<file path="config.mk">
export PLATFORM = sky130hd
export DESIGN_NAME = integer_radix_formatter
export DESIGN_NICKNAME = d
export VERILOG_FILES = /design/src/hdl/irf_pkg.sv /design/src/hdl/integer_radix_formatter.sv
export SDC_FILE = /design/constraint.sdc
export NUM_CORES = 1
export LEC_CHECK = 0
export ABC_AREA = 1
export BUFFER_PORTS_ARGS = -buffer_cell sky130_fd_sc_hd__buf_2
export CAP_MARGIN = 25
export CORE_MARGIN = 1
export CORE_UTILIZATION = 60
export DETAILED_ROUTE_END_ITERATION = 10
export PLACE_DENSITY = 0.78
export SLEW_MARGIN = 5
export SYNTH_ARGS = -nofsm -noshare
export SYNTH_HDL_FRONTEND = slang
export SYNTH_SLANG_ARGS = --single-unit
</file>
<file path="constraint.sdc">
create_clock -name clk -period 13.5 [get_ports clk]
set_clock_uncertainty 0.15 [all_clocks]
set_input_delay 2.7 -clock clk [delete_from_list [all_inputs] [get_ports clk]]
set_output_delay 2.7 -clock clk [all_outputs]
set_load 0.01 [all_outputs]
</file>
<file path="src/hdl/irf_pkg.sv">
// Types, character codes and digit lookup shared by the integer radix formatter.
`timescale 1ns / 1ps

package irf_pkg;

    localparam int POS_W = 7;

    localparam logic [7:0] CH_NUL   = 8'h00;
    localparam logic [7:0] CH_SPACE = 8'h20;
    localparam logic [7:0] CH_PLUS  = 8'h2B;
    localparam logic [7:0] CH_MINUS = 8'h2D;
    localparam logic [7:0] CH_ZERO  = 8'h30;
    localparam logic [7:0] CH_UP_A  = 8'h41;
    localparam logic [7:0] CH_LO_A  = 8'h61;
    localparam logic [7:0] CH_UP_X  = 8'h58;
    localparam logic [7:0] CH_LO_X  = 8'h78;

    localparam logic [5:0] RADIX_MIN = 6'd2;
    localparam logic [5:0] RADIX_MAX = 6'd36;
    localparam logic [5:0] RADIX_OCT = 6'd8;
    localparam logic [5:0] RADIX_HEX = 6'd16;
    localparam logic [5:0] DEC_DIGITS = 6'd10;

    typedef enum logic [4:0] {
        ST_IDLE  = 5'b00001,
        ST_DIV   = 5'b00010,
        ST_SETUP = 5'b00100,
        ST_EMIT  = 5'b01000,
        ST_BAD   = 5'b10000
    } state_t;

    // digit value (below 36) to ASCII
    function automatic logic [7:0] digit_char(input logic [5:0] v, input logic upper);
        logic [7:0] base;
        begin
            base = upper ? CH_UP_A : CH_LO_A;
            if (v < DEC_DIGITS)
            begin
                digit_char = CH_ZERO + {2'b00, v};
            end
            else
            begin
                digit_char = base + {2'b00, v} - {2'b00, DEC_DIGITS};
            end
        end
    endfunction

endpackage

</file>
<file path="src/hdl/integer_radix_formatter.sv">
// Top level: printf-style integer to ASCII field conversion in radix 2 to 36.
//
//  channel | dir | handshake          | payload
//  s_      | in  | s_tvalid/s_tready  | s_tdata: value, radix, min_width, min_digits, flags
//  m_      | out | m_tvalid/m_tready  | m_tdata: character; m_tlast: last; m_tuser: bad_radix
//
// One bit-serial restoring divide step per cycle sets the digit time; then one
// character per cycle from the output register, unless m_tready stalls it.
// Reset clears the sequencer and the output valid; payload registers are not reset.
// m_tready low holds a pending character and stalls character emission (the divide
// steps do not stall); s_tready is high only when idle.
`timescale 1ns / 1ps

module integer_radix_formatter
    import irf_pkg::*;
#(
    parameter int VALUE_BITS = 32,
    parameter int MAX_FIELD  = 63
)
(
    input  logic        clk,
    input  logic        rst_n,
    input  logic        s_tvalid,
    output logic        s_tready,
    // [31:0] value, [37:32] radix, [43:38] min_width, [49:44] min_digits,
    // [50] left_justify, [51] zero_pad, [52] signed_mode, [53] show_plus,
    // [54] space_sign, [55] alt_prefix, [56] upper_case, [63:57] zero
    input  logic [63:0] s_tdata,
    output logic        m_tvalid,
    input  logic        m_tready,
    // [7:0] character
    output logic [7:0]  m_tdata,
    output logic        m_tlast,
    // [0] bad_radix
    output logic        m_tuser
);

    localparam int CNT_W = (VALUE_BITS > 1) ? $clog2(VALUE_BITS) : 1;
    localparam int ND_W  = $clog2(VALUE_BITS + 1);
    localparam logic [POS_W-1:0] MAX_POS = POS_W'(MAX_FIELD);

    // input fields
    logic [VALUE_BITS-1:0] in_value;
    logic [5:0]            in_radix;
    logic [5:0]            in_width;
    logic [5:0]            in_prec;
    logic                  in_left;
    logic                  in_zpad;
    logic                  in_sgn;
    logic                  in_plus;
    logic                  in_space;
    logic                  in_alt;
    logic                  in_upper;

    assign in_value = s_tdata[VALUE_BITS-1:0];
    assign in_radix = s_tdata[37:32];
    assign in_width = s_tdata[43:38];
    assign in_prec  = s_tdata[49:44];
    assign in_left  = s_tdata[50];
    assign in_zpad  = s_tdata[51];
    assign in_sgn   = s_tdata[52];
    assign in_plus  = s_tdata[53];
    assign in_space = s_tdata[54];
    assign in_alt   = s_tdata[55];
    assign in_upper = s_tdata[56];

    state_t                state_reg, state_next;

    logic [VALUE_BITS-1:0] num_reg, num_next;
    logic [5:0]            rem_reg, rem_next;
    logic [CNT_W-1:0]      bcnt_reg, bcnt_next;
    logic [ND_W-1:0]       nd_reg, nd_next;
    logic [5:0]            digits_reg [VALUE_BITS];

    logic [5:0]            radix_reg;
    logic [5:0]            width_reg;
    logic [5:0]            prec_reg;
    logic                  left_reg;
    logic                  zpad_reg;
    logic                  upper_reg;
    logic                  has_sign_reg;
    logic [7:0]            sign_char_reg;
    logic [1:0]            prefix_reg;

    logic [POS_W-1:0]      pos_reg, pos_next;
    logic [POS_W-1:0]      b_lead_reg, b_sign_reg, b_pre_reg, b_prec_reg, b_dig_reg;
    logic [POS_W-1:0]      last_pos_reg;

    logic                  m_tvalid_reg, m_tvalid_next;
    logic [7:0]            m_tdata_reg;
    logic                  m_tlast_reg;
    logic                  m_tuser_reg;

    logic                  accept;
    logic                  out_free;
    logic                  radix_bad;
    logic                  neg;
    logic [VALUE_BITS-1:0] mag;

    logic [6:0]            trial;
    logic                  ge;
    logic                  digit_done;

    logic [POS_W-1:0]      nd_ext, prec_ext, prec_eff, base_len, pad_len, total_len, total_clip;
    logic                  right_spaces;

    logic [POS_W-1:0]      dig_off;
    logic [7:0]            x_char;
    logic [7:0]            emit_char;

    assign accept    = s_tvalid && s_tready;
    assign out_free  = !m_tvalid_reg || m_tready;
    assign radix_bad = (in_radix < RADIX_MIN) || (in_radix > RADIX_MAX);
    assign neg       = in_sgn && in_value[VALUE_BITS-1];
    assign mag       = neg ? (VALUE_BITS'(0) - in_value) : in_value;

    // shared divide step
    assign trial      = {rem_reg, num_reg[VALUE_BITS-1]};
    assign ge         = trial >= {1'b0, radix_reg};
    assign rem_next   = ge ? 6'(trial - {1'b0, radix_reg}) : trial[5:0];
    assign digit_done = (bcnt_reg == '0);

    // field geometry
    assign nd_ext       = POS_W'(nd_reg);
    assign prec_ext     = POS_W'(prec_reg);
    assign prec_eff     = (nd_ext > prec_ext) ? nd_ext : prec_ext;
    assign base_len     = POS_W'(has_sign_reg) + POS_W'(prefix_reg) + prec_eff;
    assign pad_len      = (POS_W'(width_reg) > base_len) ? (POS_W'(width_reg) - base_len) : '0;
    assign total_len    = base_len + pad_len;
    assign total_clip   = (total_len > MAX_POS) ? MAX_POS : total_len;
    assign right_spaces = !zpad_reg && !left_reg;

    // character at the current position
    assign dig_off = b_dig_reg - pos_reg - POS_W'(1);
    assign x_char  = upper_reg ? CH_UP_X : CH_LO_X;

    always_comb
    begin
        if (pos_reg < b_lead_reg)
        begin
            emit_char = CH_SPACE;
        end
        else if (pos_reg < b_sign_reg)
        begin
            emit_char = sign_char_reg;
        end
        else if (pos_reg < b_pre_reg)
        begin
            emit_char = (pos_reg == b_sign_reg) ? CH_ZERO : x_char;
        end
        else if (pos_reg < b_prec_reg)
        begin
            emit_char = CH_ZERO;
        end
        else if (pos_reg < b_dig_reg)
        begin
            emit_char = digit_char(digits_reg[dig_off[CNT_W-1:0]], upper_reg);
        end
        else
        begin
            emit_char = CH_SPACE;
        end
    end

    // sequencer
    always_comb
    begin
        state_next    = state_reg;
        num_next      = num_reg;
        bcnt_next     = bcnt_reg;
        nd_next       = nd_reg;
        pos_next      = pos_reg;
        m_tvalid_next = m_tvalid_reg;
        if (m_tready)
        begin
            m_tvalid_next = 1'b0;
        end
        case (state_reg)
            ST_IDLE:
            begin
                if (accept)
                begin
                    num_next   = mag;
                    bcnt_next  = CNT_W'(VALUE_BITS - 1);
                    nd_next    = '0;
                    state_next = radix_bad ? ST_BAD : ST_DIV;
                end
            end
            ST_DIV:
            begin
                num_next  = {num_reg[VALUE_BITS-2:0], ge};
                bcnt_next = bcnt_reg - CNT_W'(1);
                if (digit_done)
                begin
                    nd_next   = nd_reg + ND_W'(1);
                    bcnt_next = CNT_W'(VALUE_BITS - 1);
                    if (num_next == '0)
                    begin
                        state_next = ST_SETUP;
                    end
                end
            end
            ST_SETUP:
            begin
                pos_next   = '0;
                state_next = ST_EMIT;
            end
            ST_EMIT:
            begin
                if (out_free)
                begin
                    m_tvalid_next = 1'b1;
                    pos_next      = pos_reg + POS_W'(1);
                    if (pos_reg == last_pos_reg)
                    begin
                        state_next = ST_IDLE;
                    end
                end
            end
            ST_BAD:
            begin
                if (out_free)
                begin
                    m_tvalid_next = 1'b1;
                    state_next    = ST_IDLE;
                end
            end
            default:
            begin
                state_next = ST_IDLE;
            end
        endcase
    end

    always_ff @(posedge clk or negedge rst_n)
    begin
        if (!rst_n)
        begin
            state_reg    <= ST_IDLE;
            bcnt_reg     <= '0;
            nd_reg       <= '0;
            pos_reg      <= '0;
            m_tvalid_reg <= 1'b0;
        end
        else
        begin
            state_reg    <= state_next;
            bcnt_reg     <= bcnt_next;
            nd_reg       <= nd_next;
            pos_reg      <= pos_next;
            m_tvalid_reg <= m_tvalid_next;
        end
    end

    // payload
    always_ff @(posedge clk)
    begin
        num_reg <= num_next;
        if (accept)
        begin
            radix_reg     <= in_radix;
            width_reg     <= in_width;
            prec_reg      <= in_prec;
            left_reg      <= in_left;
            zpad_reg      <= in_zpad && !in_left;
            upper_reg     <= in_upper;
            has_sign_reg  <= in_sgn && (in_value[VALUE_BITS-1] || in_plus || in_space);
            sign_char_reg <= in_value[VALUE_BITS-1] ? CH_MINUS : (in_plus ? CH_PLUS : CH_SPACE);
            prefix_reg    <= !in_alt ? 2'd0 : (in_radix == RADIX_HEX) ? 2'd2 :
                             (in_radix == RADIX_OCT) ? 2'd1 : 2'd0;
            rem_reg       <= '0;
        end
        else if (state_reg == ST_DIV)
        begin
            rem_reg <= digit_done ? 6'd0 : rem_next;
            if (digit_done)
            begin
                digits_reg[nd_reg[CNT_W-1:0]] <= rem_next;
            end
        end
        if (state_reg == ST_SETUP)
        begin
            b_lead_reg   <= right_spaces ? pad_len : '0;
            b_sign_reg   <= (right_spaces ? pad_len : '0) + POS_W'(has_sign_reg);
            b_pre_reg    <= (right_spaces ? pad_len : '0) + POS_W'(has_sign_reg) +
                            POS_W'(prefix_reg);
            b_prec_reg   <= (right_spaces ? pad_len : '0) + POS_W'(has_sign_reg) +
                            POS_W'(prefix_reg) + (zpad_reg ? pad_len : '0) + prec_eff - nd_ext;
            b_dig_reg    <= (right_spaces ? pad_len : '0) + POS_W'(has_sign_reg) +
                            POS_W'(prefix_reg) + (zpad_reg ? pad_len : '0) + prec_eff;
            last_pos_reg <= total_clip - POS_W'(1);
        end
        if (state_reg == ST_EMIT && out_free)
        begin
            m_tdata_reg <= emit_char;
            m_tlast_reg <= (pos_reg == last_pos_reg);
            m_tuser_reg <= 1'b0;
        end
        else if (state_reg == ST_BAD && out_free)
        begin
            m_tdata_reg <= CH_NUL;
            m_tlast_reg <= 1'b1;
            m_tuser_reg <= 1'b1;
        end
    end

    assign s_tready = (state_reg == ST_IDLE);
    assign m_tvalid = m_tvalid_reg;
    assign m_tdata  = m_tdata_reg;
    assign m_tlast  = m_tlast_reg;
    assign m_tuser  = m_tuser_reg;

    a_busy_after_accept: assert property (@(posedge clk) disable iff (!rst_n)
        accept |=> !s_tready)
        else $error("accepted a second item while busy");

    a_bad_item_form: assert property (@(posedge clk) disable iff (!rst_n)
        (m_tvalid && m_tuser) |-> (m_tlast && m_tdata == CH_NUL))
        else $error("bad radix item malformed");

    a_digit_count: assert property (@(posedge clk) disable iff (!rst_n)
        nd_reg <= ND_W'(VALUE_BITS))
        else $error("digit count overrun");

    a_emit_bounded: assert property (@(posedge clk) disable iff (!rst_n)
        (state_reg == ST_EMIT) |-> (pos_reg <= last_pos_reg && last_pos_reg < MAX_POS))
        else $error("character position beyond field");

endmodule
</file>
## Yosys cells after proc, flatten, opt, wreduce, memory -nomap -nowiden

Memories as Yosys holds them, arrays and structs flattened.
Index checks and enable logic that the tools add are counted.

- Memories: 1
- Output and inout bits: 12
- Bits in writable memories: 192
- Register bits after elaboration: 146

- $add $sub $neg: 20
- $lt $le $gt $ge: 12
- Bitwise operators: 1
- Reduce and logical (&&, ||, !) cells: 26
- Mux-type cells: 49
- Equality and inequality tests: 15

Memory list:

| memory | words | width | read ports | clocked after memory_dff | write ports | line | text |
|---|---|---|---|---|---|---|---|
| digits_reg | 32 | 6 | 1 | 0 | 1 | integer_radix_formatter.sv:73 | `logic [5:0] digits_reg [VALUE_BITS];` |

Operator list:

| operator | number |
|---|---|
| 32-bit 2-to-1 mux | 2 |
| 8-bit 2-to-1 mux | 8 |
| 32-bit case mux with 2 select lines | 1 |
| 5-bit 2-to-1 mux | 9 |
| 6-bit 2-to-1 mux | 7 |
| 7-bit 2-to-1 mux | 6 |
| 7-bit < comparator | 5 |
| 32-bit logical NOT | 1 |
| 1-bit by 32-bit subtractor with 32-bit output (first input constant) | 1 |
| 5-bit case mux with 5 select lines | 1 |
| 7-bit adder | 2 |
| 7-bit equality test | 2 |
| 7-bit case mux with 2 select lines | 1 |
| 6-bit case mux with 2 select lines | 1 |
| 1-bit 2-to-1 mux | 10 |
| 5-bit case mux with 2 select lines | 1 |
| 5-bit by 1-bit subtractor with 5-bit output (second input constant) | 2 |
| 7-bit by 6-bit adder with 8-bit output | 1 |
| 2-bit inequality test (second input constant) | 4 |
| 8-bit by 4-bit subtractor with 8-bit output (second input constant) | 1 |
| 3-bit by 6-bit adder with 7-bit output | 1 |
| 6-bit by 6-bit adder with 7-bit output (first input constant) | 1 |
| 7-bit by 1-bit adder with 7-bit output | 1 |
| 7-bit by 1-bit adder with 7-bit output (second input constant) | 1 |
| other kinds (36) | 53 |

## Longest topological paths before layout

An unclocked memory read counts as a cell.

- Depth in word-level cells: 12
- Mapped depth: 51

## Worst setup path after synthesis

OpenSTA, ideal clock, no wires.

- Path kind: reg-to-reg
- Start point: register nd_reg[4]
- End point: register b_prec_reg[6] (data pin)
- Path slack: 6.117 ns
- Stages on the path, launching flop included: 47
- Required time: 13.098 ns
- Data arrival time: 6.981 ns
- Buffers on the path: 0
- Library setup time: 0.252 ns
- Path through: dfrtp_1 -> ha_1 -> nand2_2 -> inv_1 -> nand2_1 -> nand3_4 -> nand2_4 -> nor2_1 -> a21oi_1 -> fa_1 -> inv_1 -> fa_1 -> nand3_2 -> nor2_4 -> xor2_1 -> inv_1 -> ha_1 -> nand2_1 -> [11 not listed] -> inv_1 -> fa_1 -> nand3b_1 -> nor2_4 -> xor2_1 -> inv_1 -> fa_1 -> ha_1 -> inv_1 -> xor2_1 -> inv_1 -> ha_1 -> a21oi_1 -> inv_1 -> a21oi_1 -> inv_1 -> nand2_1 -> nand2_1

- Cells in the longest elaborated chain, start to end: 11
- Elaborated cells between the ends (all ways): 13
- Classes of those cells: add/sub (7); order compare (2); mux (4)

Ends and longest elaborated chain:

| item | line | text |
|---|---|---|
| start, declared | integer_radix_formatter.sv:72 | `logic [ND_W-1:0] nd_reg, nd_next;` |
| start signal, assigned | integer_radix_formatter.sv:249 | `nd_reg <= nd_next;` |
| 6-bit > comparator | integer_radix_formatter.sv:126 | `assign prec_eff = (nd_ext > prec_ext) ? nd_ext : prec_ext;` |
| 6-bit 2-to-1 mux | integer_radix_formatter.sv:126 |  |
| 3-bit by 6-bit adder with 7-bit output | integer_radix_formatter.sv:127 | `assign base_len = POS_W'(has_sign_reg) + POS_W'(prefix_reg) + prec_eff;` |
| 6-bit by 7-bit subtractor with 7-bit output / 6-bit by 7-bit > comparator with 1-bit output (equally long branches) | integer_radix_formatter.sv:128 | `assign pad_len = (POS_W'(width_reg) > base_len) ? (POS_W'(width_reg) - base_len) : '0;` |
| 7-bit 2-to-1 mux | integer_radix_formatter.sv:128 |  |
| 7-bit 2-to-1 mux | integer_radix_formatter.sv:287 | `b_prec_reg <= (right_spaces ? pad_len : '0) + POS_W'(has_sign_reg) +` |
| 7-bit by 1-bit adder with 7-bit output | integer_radix_formatter.sv:287 |  |
| 7-bit by 2-bit adder with 7-bit output | integer_radix_formatter.sv:287 |  |
| 7-bit adder | integer_radix_formatter.sv:288 | `POS_W'(prefix_reg) + (zpad_reg ? pad_len : '0) + prec_eff - nd_ext;` |
| 7-bit by 6-bit adder with 7-bit output | integer_radix_formatter.sv:288 |  |
| 7-bit by 6-bit subtractor with 7-bit output * | integer_radix_formatter.sv:288 |  |
| end signal, assigned | integer_radix_formatter.sv:287 |  |
| end, declared | integer_radix_formatter.sv:86 | `logic [POS_W-1:0] b_lead_reg, b_sign_reg, b_pre_reg, b_prec_reg, b_dig_reg;` |

Mark *: on every way between the ends. The rest lies on a longest branch, timed or not.
A chain may end at the register's enable or synchronous reset.

## Worst setup path in the final report

- Start point: register nd_reg[3]
- End point: register b_prec_reg[6] (data pin)

The elaborated chain is that of the path after synthesis.

==> impl_results.rst <==
.. list-table::
   :header-rows: 1

   * - Metric
     - Value
   * - Run status
     - finished, final reports clean
   * - DRC violation count after routing
     - 0
   * - Post-cts resize count
     - 0
   * - Total iterations of the first detailed-routing run
     - 7
   * - Total number of vias
     - roughly 13000
   * - Share of power burned in registers
     - 39.0%
   * - Commonest cells after routing, fill and taps aside
     - 302 x edfxtp_1, 251 x nor2_1, 213 x inv_1
   * - WP data required
     - 13.64 ns
   * - Number of diodes
     - 0
   * - Net count, final
     - 1950
   * - Net Sw Frac
     - 36.7%
   * - Count of endpoints failing setup in the final report
     - 0
   * - Final hold violation count
     - 0
   * - Switching power
     - 1.45 mW
   * - Transition time at the pin with the least slew margin
     - 1.01 ns
   * - Worst hold path class
     - reg2reg
   * - Total I/O pin count
     - 80
   * - Synth area leader
     - edfxtp_1
   * - Worst Setup Start Kind
     - flop
   * - Routability-driven placement congestion ratio
     - 0.919
   * - Number of clock sinks seen by CTS
     - between 300 and 400
   * - Global-route wire length before repair
     - 61600 µm
   * - P&R area growth vs syn
     - 10.6%
   * - CP dominant cell by count
     - inv_1
   * - Largest cells by area after synthesis
     - edfxtp_1 52%, ha_1 6.5%, nor2_1 5.4%
   * - Primary FF master, synth
     - edfxtp_1
   * - CP peak stage delay
     - approximately 0.55 ns
   * - Buffers & Inverters on Critical Path
     - 8
   * - Total gr overflow
     - 0
   * - Placement Cell Area
     - 18300 µm²
   * - Vias in the first global route
     - 12311
   * - Critical path arrival
     - 8.65 ns
   * - Syn Area/Cell
     - ~10 µm²
   * - Cell with the largest stage delay on the worst path
     - o21ai_0
   * - Port-buffer cells
     - 72
   * - Flip-flop count of the largest register after layout
     - 192
   * - Number of post-CTS setup repair buffers
     - 0
   * - Drt wl/cell
     - 17.6 µm
   * - Kind of cell with the highest combined delay on the critical path
     - adder cells
   * - Leakage dissipation
     - roughly 7.7 nW
   * - Remaining antenna violation count after routing
     - 0
   * - Core region area
     - between 20000 and 30000 µm²
   * - Max clock buf depth
     - 3
   * - Number of levels the H-tree was split into
     - 2
   * - WL final
     - between 30000 and 40000 µm
   * - Effective utilization at floorplan
     - between 60% and 70%
   * - Number of antenna violations at the first check in global routing
     - 1
   * - RSZ-0062 raised after global routing
     - no
   * - Gr usage total
     - 26.0%
   * - Count of pins over their slew limit
     - 0
   * - Share of post-route cells with drive strength above 1
     - 11.3%
   * - Endpoint type of the worst setup path
     - flop
   * - Number of buffers inserted for hold repair after clock tree synthesis
     - 0
   * - Slew headroom
     - 32.4%
   * - Max Cap Viol
     - 0
   * - Internal cell power
     - 2.50 mW
   * - Largest vdd supply drop
     - 0.160 mV
   * - Clock latency reported for the late side of the worst-skew pair
     - 0.52 ns
   * - Die width
     - 173 µm
   * - Number of flops mapped to enable cells by yosys
     - roughly 300
   * - Total CTS buffers
     - 35
   * - Synth async-reset ratio
     - 7.21%
   * - Placement row count
     - 62
   * - Post-detailed-placement half-perimeter wirelength
     - 26500 µm
   * - Final worst path period need
     - 8.51 ns
   * - Die Y
     - around 170 µm
   * - Synth warnings
     - 0
   * - Syn nets
     - around 1900
   * - FMAX
     - 118 MHz
   * - Pwr per Cell Area
     - approximately 200 nW/µm²
   * - Number of design-rule violations left by the first detailed-router iteration
     - 1107
   * - Final design instance area without fill
     - slightly below 20000 µm²
   * - Most common cell after layout, fill and taps aside
     - edfxtp_1
   * - Clock transition at the registers of the reported paths
     - 0.06 ns
   * - Kind of critical path
     - reg2reg
   * - Seq cells post-synth
     - around 330
   * - Number of distinct library cells after synthesis
     - 63
   * - Final worst path period share
     - 63.0%
   * - Largest fanout of any net on the critical path
     - 9
   * - Clock power share
     - 23.2%
   * - Portion of the post-synthesis area used by sequential elements
     - 55.9%
   * - Ratio of routed vias to standard cells
     - 5.74
   * - Syn Std Cell Area
     - 17600 µm²
   * - Portion of synthesized cell area occupied by the leading cell type
     - 51.6%
   * - Setup tns final
     - 0 ns
   * - Relative contribution of combinational cells to total power
     - 37.9%
   * - Root Buffer Master
     - clkbuf_16
   * - Pin count of the biggest net entering global routing
     - between 60 and 70
   * - Die area
     - 30000 µm²
   * - Cells after synthesis
     - ~1700
   * - CTS tree
     - yes
power groups by stage:
stage / registers, mW / clock network, mW / logic (mW)
after floorplan: 1.56 / 0 / 1.05
after global placement: 1.55 / 0 / 1.41
after detailed placement: 1.56 / 0 / 1.48
after CTS: 1.54 / 0.922 / 1.49
after global routing: 1.55 / 0.962 / 1.69
final: 1.54 / 0.914 / 1.50
path summary, 6_finish.rpt:
| check | startpoint | slack, ns | end | cells after the start |
|---|---|---|---|---|
| max | nd_reg[3] | 4.99 | b_prec_reg[6] | 42 |
| min | m_tuser | 0.30 | m_tuser | 2 |
| max reg2reg | nd_reg[3] | 4.99 | b_prec_reg[6] | 42 |
| min reg2reg | m_tuser | 0.30 | m_tuser | 2 |
| max in group asynchronous | rst_n | 10.77 | nd_reg[2] | 1 |
| min in group asynchronous | rst_n | 2.02 | pos_reg[5] | 1 |
area by class of cell:
cell class / count / area (µm²)
Clock buffer: 48 / 946
Clock inverter: 16 / 135
Fill cell: 2106 / 9360
Inverter: 219 / 822
Multi-Input combinational cell: 1101 / 6770
Sequential cell: 333 / 9810
Tap cell: 384 / 480
Timing Repair Buffer: 85 / 458
metal layers:
layer | up-vias | part of all wire (%) | wire (µm) | track usage [%]
met5 | - | 0.026 | 10 | 0
met4 | 2 | 3.0 | 1160 | 9.37
met3 | 79 | 7.9 | 3030 | 4.82
met2 | 507 | 48 | 18400 | 44.0
met1 | 5909 | 41 | 16000 | 33.6
li1 | 6052 | - | - | -
synth_stat cells, drive strengths merged, types with 20 or more instances:
master and number:
inv 218, xnor2 22, o211ai 32, nand4 20, nand3 62, a21oi 62, o21ai 154, xor2 42
buf 29, nand2 210, o32ai 20, dfrtp 23, ha 91, edfxtp 302, nor2 264
cell families after synthesis:
family          Yosys count  synth area share (%)
buf+inv                 264                  5.86
mux                      14                 0.798
flops                   333                  55.9
fa+ha+maj               107                  8.31
compound gates          310                  10.5
simple gates            606                  15.4
xor+xnor                 64                  3.28
stage by stage:
step | std cells | power, mW | util, % | hold slack [ns] | setup slack (ns)
floorplan | 1698 | 2.61 | - | 0.315 | 6.12
global placement | 2122 | 2.97 | 63.7 | 0.292 | 5.21
detailed placement | 2122 | 3.04 | 63.7 | 0.297 | 5.01
CTS | 2186 | 3.95 | 67.5 | 0.305 | 4.98
global route | 2186 | 4.19 | 67.5 | 0.340 | 4.25
finish | 2186 | 3.95 | 67.5 | 0.302 | 4.99
worst reg2reg max path, delay by kind of cell, from the launching register on:
family	cells	cell delay, ns
AOI/OAI and AO/OA	7	1.77
buffers and inverters	8	0.51
and+or+nand+nor	15	1.40
xor gates and xnor gates	2	0.44
adders and majority gates	10	3.50
DFF	1	0.52
Note: power is estimated with default switching activity, not from simulation.
